--- config.mk ---
export PLATFORM = sky130hd
export DESIGN_NAME = iisb_cell
export DESIGN_NICKNAME = d
export VERILOG_FILES = /design/src/iisb_pkg.sv /design/src/iisb_cell.sv
export SDC_FILE = /design/constraint.sdc
export NUM_CORES = 1
export LEC_CHECK = 0
export ABC_AREA = 1
export BUFFER_PORTS_ARGS = -buffer_cell sky130_fd_sc_hd__buf_2
export CAP_MARGIN = 20
export CORE_MARGIN = 5
export CORE_UTILIZATION = 30
export CTS_CLUSTER_SIZE = 24
export DETAILED_ROUTE_END_ITERATION = 8
export PLACE_DENSITY_LB_ADDON = 0.12
export SLEW_MARGIN = 20
export SYNTH_ARGS = -nofsm -noshare
export SYNTH_HDL_FRONTEND = slang
export SYNTH_SLANG_ARGS = --single-unit
--- constraint.sdc ---
create_clock -name clk -period 4 [get_ports clk]
set_input_delay 0.8 -clock clk [delete_from_list [all_inputs] [get_ports clk]]
set_output_delay 0.8 -clock clk [all_outputs]
set_load 0.01 [all_outputs]
--- src/iisb_pkg.sv ---
`timescale 1ns / 1ps
// ----------------------------------------------------------------------------
// Indexed insert sequence buffer package
// Shared widths, codes and the control word that steers the cell chain.
// ----------------------------------------------------------------------------
package iisb_pkg;

  localparam int DATA_W   = 32;
  localparam int CNT_W    = 7;
  localparam int STS_W    = 2;
  localparam int CAPACITY = 64;

  localparam logic OP_INSERT = 1'b0;
  localparam logic OP_DUMP   = 1'b1;

  localparam logic [STS_W-1:0] STS_OK    = 2'd0;
  localparam logic [STS_W-1:0] STS_FULL  = 2'd1;
  localparam logic [STS_W-1:0] STS_RANGE = 2'd2;
  localparam logic [STS_W-1:0] STS_EMPTY = 2'd3;

  typedef struct packed {
    logic             ins_en;
    logic [CNT_W-1:0] pos;
    logic             rot_en;
    logic [CNT_W-1:0] tail;
  } cell_ctl_t;

endpackage

--- src/iisb_cell.sv ---
`timescale 1ns / 1ps
// ----------------------------------------------------------------------------
// Sequence buffer cell
// Holds one stored word; shifts up on insert and rotates down on dump.
// ----------------------------------------------------------------------------
module iisb_cell
  import iisb_pkg::*;
#(
  parameter int IDX = 0
) (
  input  logic                     clk,
  input  cell_ctl_t                ctl,
  input  logic signed [DATA_W-1:0] ins_d,
  input  logic signed [DATA_W-1:0] left_d,
  input  logic signed [DATA_W-1:0] right_d,
  input  logic signed [DATA_W-1:0] head_d,
  output logic signed [DATA_W-1:0] q
);

  localparam logic [CNT_W-1:0] MY_IDX = CNT_W'(IDX);

  logic signed [DATA_W-1:0] q_r;
  logic signed [DATA_W-1:0] q_nxt;

  always_comb begin
    q_nxt = q_r;
    if (ctl.ins_en) begin
      if (MY_IDX == ctl.pos) begin
        q_nxt = ins_d;
      end else if (MY_IDX > ctl.pos) begin
        q_nxt = left_d;
      end
    end else if (ctl.rot_en) begin
      if (MY_IDX == ctl.tail) begin
        q_nxt = head_d;
      end else if (MY_IDX < ctl.tail) begin
        q_nxt = right_d;
      end
    end
  end

  always_ff @(posedge clk) begin
    q_r <= q_nxt;
  end

  assign q = q_r;

endmodule

==> results by group <==
Clock tree
  – CTS tree: done
  – Post-CTS setup repair buffer count: 0
  – Clock transition at path regs: 0.06 ns
  – CTS Buf Count: 5
  – Root Buffer: clkbuf_8
  – CTS H-tree depth: 2
  – Num Clock Sinks: 32
  – Hold buffers post-CTS: 0
  – Gates resized, CTS repair: 0
  – CTS max path bufs: 2

Worst setup path
  – Crit end category: flip-flop
  – CP startpoint kind: input pin
  – Critical path startpoint: ctl[9]
  – Critical path class: input pin to flip-flop
  – Max incr delay on CP: 0.64 ns
  – Crit path cell chain: buf_2 -> nor2_2 -> nand2_2 -> o31ai_4 -> buf_4
  – Crit path max fanout: 33
  – CP required: 3.95 ns
  – CP arrival: 2.47 ns
  – Slowest CP cell: o31ai_4

Timing
  – Final hold vios: 0
  – Worst Tran Pin Value: 0.892 ns
  – Slew headroom: 40.4%
  – Setup violations, final: 0
  – RSZ-0062 raised after global routing: false
  – Max Transition Viols Final: 0
  – Period utilisation layout: 63.0%
  – Worst hold slack: 0.891 ns
  – Highest Clock Rate: 397 MHz
  – Final setup TNS: 0 ns
  – Final min period: 2.52 ns

Cells and area
  – Ant diodes: 0
  – Max reg flops: 32
  – Layout fillers: 1013
  – # nets final: 741
  – Layout cells sized above 1: 34.8%
  – Post-route cell area: 3740 µm²
  – Final non-filler cell total: 708
  – Syn-to-layout area delta: 34.4%

Placed design
  – Port Buffers: 176
  – Placed Instances: 700
  – DP Area: 3660 µm²
  – DP Wirelength: 6.58 mm
  – Placer congestion estimate: 0.777

Die
  – Die X: 106 µm
  – Core ar.: 9150 µm²
  – Die Area: 11300 µm²
  – Ports: 177
  – Initial Utilization: 30.4%
  – Core Rows: 35
  – Die span in y: 106 µm

Synth
  – Post-Syn Instances: 433
  – Seq cells post-synth: 32
  – Syn nets: 578
  – Sequential area share after synthesis: 34.5%
  – Post-synth cell types: 20
  – Syn avg cell area: 6.43 µm²
  – Warnings, synthesis: 0
  – Netlist Area Pre-Place: 2780 µm²

Global route
  – Pin count of the biggest net entering global routing: 34
  – Initial antenna violation count: 1
  – Global route overflow: 0
  – Number of global-route vias before repair: 3046
  – Total GRT Usage: 15.2%
  – First-pass GRT wire length: 14.0 mm

Drt
  – DRT Pass-1 Iters: 4
  – Number of remaining DRC errors: 0
  – Drt via density: 4.34
  – Vias: 3076
  – Routed len/inst: 12.5 µm
  – Drt total wl: 8.84 mm
  – Antenna Nets Post-Route: 0
  – First DRT Iteration DRCs: 103

Power
  – Power per cell area: 231 nW/µm²
  – VDD IR max: 0.107 mV
  – Leakage: 2.26 nW
  – Power Total: 864 µW

Worst hold path
  – Hold Path End: q[7]$_DFFE_PP_
  – Class of the worst hold path: input pin to flip-flop
  – Hold Path Depth: 5
  – Hold path startpoint: right_d[7]

Outcome
  – Outcome: completed

Run
  – Max-cap violation count: 0
[where the power goes]
part           switching, mW  total [mW]  leakage [nW]  internal (mW)
logic                  0.120       0.222          1.92          0.103
registers            0.00747       0.408         0.295          0.401
clock network          0.112       0.233        0.0399          0.121
total                  0.239       0.864          2.26          0.625
[cell families (layout without fill, tap and decap cells)]
logic type / after synthesis / after routing / synth area share (%)
AOI/OAI and AO/OA: 33 / 33 / 6.02
buffers and inverters: 161 / 325 / 25.3
DFF: 32 / 32 / 34.5
and+or+nand+nor: 207 / 207 / 34.2
[worst max-delay path by stage]
stage                 endpoint  slack [ns]  cells past startpoint
2_1_floorplan   q[0]$_DFFE_PP_        0.93                      4
4_1_cts        q[13]$_DFFE_PP_        1.43                      5
3_3_place_gp   q[24]$_DFFE_PP_        1.20                      5
3_5_place_dp   q[13]$_DFFE_PP_        1.12                      5
5_1_grt        q[23]$_DFFE_PP_        1.37                      5
6_report        q[1]$_DFFE_PP_        1.48                      5
[layout by cell type (no fill, tap or decap)]
master,count
nand2_2,14
inv_2,2
nor2_4,1
nand3_2,1
o21ai_1,17
o31ai_4,1
nor2_1,4
clkinv_1,2
clkbuf_1,2
inv_1,133
edfxtp_1,32
buf_4,5
nand2_1,89
clkbuf_8,5
buf_2,176
o21ai_0,15
nand3_1,95
nor2_2,3
[per-layer routing]
metal | GRT usage [%] | up-vias | part of all wire (%)
met2 | 25.9 | 116 | 47
li1 | - | 1625 | -
met5 | 0 | - | 0.12
met3 | 4.55 | 8 | 7.7
met1 | 18.7 | 1325 | 44
met4 | 3.79 | 2 | 0.95
[final cells by class]
type	count	area, µm²	area share [%]
multi-input combinational	240	1130	30.3
sequential	32	961	25.7
timing repair buffer	181	918	24.5
clock buffer	7	76.3	2.04
inverter	136	510	13.6
clock inverter	1	3.75	0.100
tap	111	139	3.71
[critical path: cells and delay by family]
| kind | cells | cell delay, ns |
|---|---|---|
| AO/OA/AOI/OAI | 1 | 0.64 |
| buffers and inverters | 2 | 0.54 |
| AND/OR/NAND/NOR | 2 | 0.47 |
[per-stage QoR]
stage | setup WS [ns] | utilization, %
2_1_floorplan | 0.928 | -
3_3_place_gp | 1.20 | 40.0
3_5_place_dp | 1.12 | 40.0
4_1_cts | 1.43 | 40.9
5_1_grt | 1.37 | 40.9
6_report | 1.48 | 40.9
[cell usage after synthesis]
cell / instances / share of area, %
inv_1: 133 / 18
nand3_1: 95 / 17
nand2_1: 89 / 12
edfxtp_1: 32 / 35
o21ai_1: 17 / 3.1
o21ai_0: 15 / 2.7
nand2_2: 14 / 3.1
buf_4: 8 / 2.2
buf_6: 8 / 3.2
buf_2: 6 / 1.1
nor2_1: 4 / 0.54
nor2_2: 3 / 0.67
inv_2: 2 / 0.27
buf_1: 1 / 0.13
clkbuf_1: 1 / 0.13
clkbuf_2: 1 / 0.18
clkinv_1: 1 / 0.13
nand3_2: 1 / 0.36
nor2_4: 1 / 0.40
o31ai_1: 1 / 0.27
(Power assumes the default switching activity.)
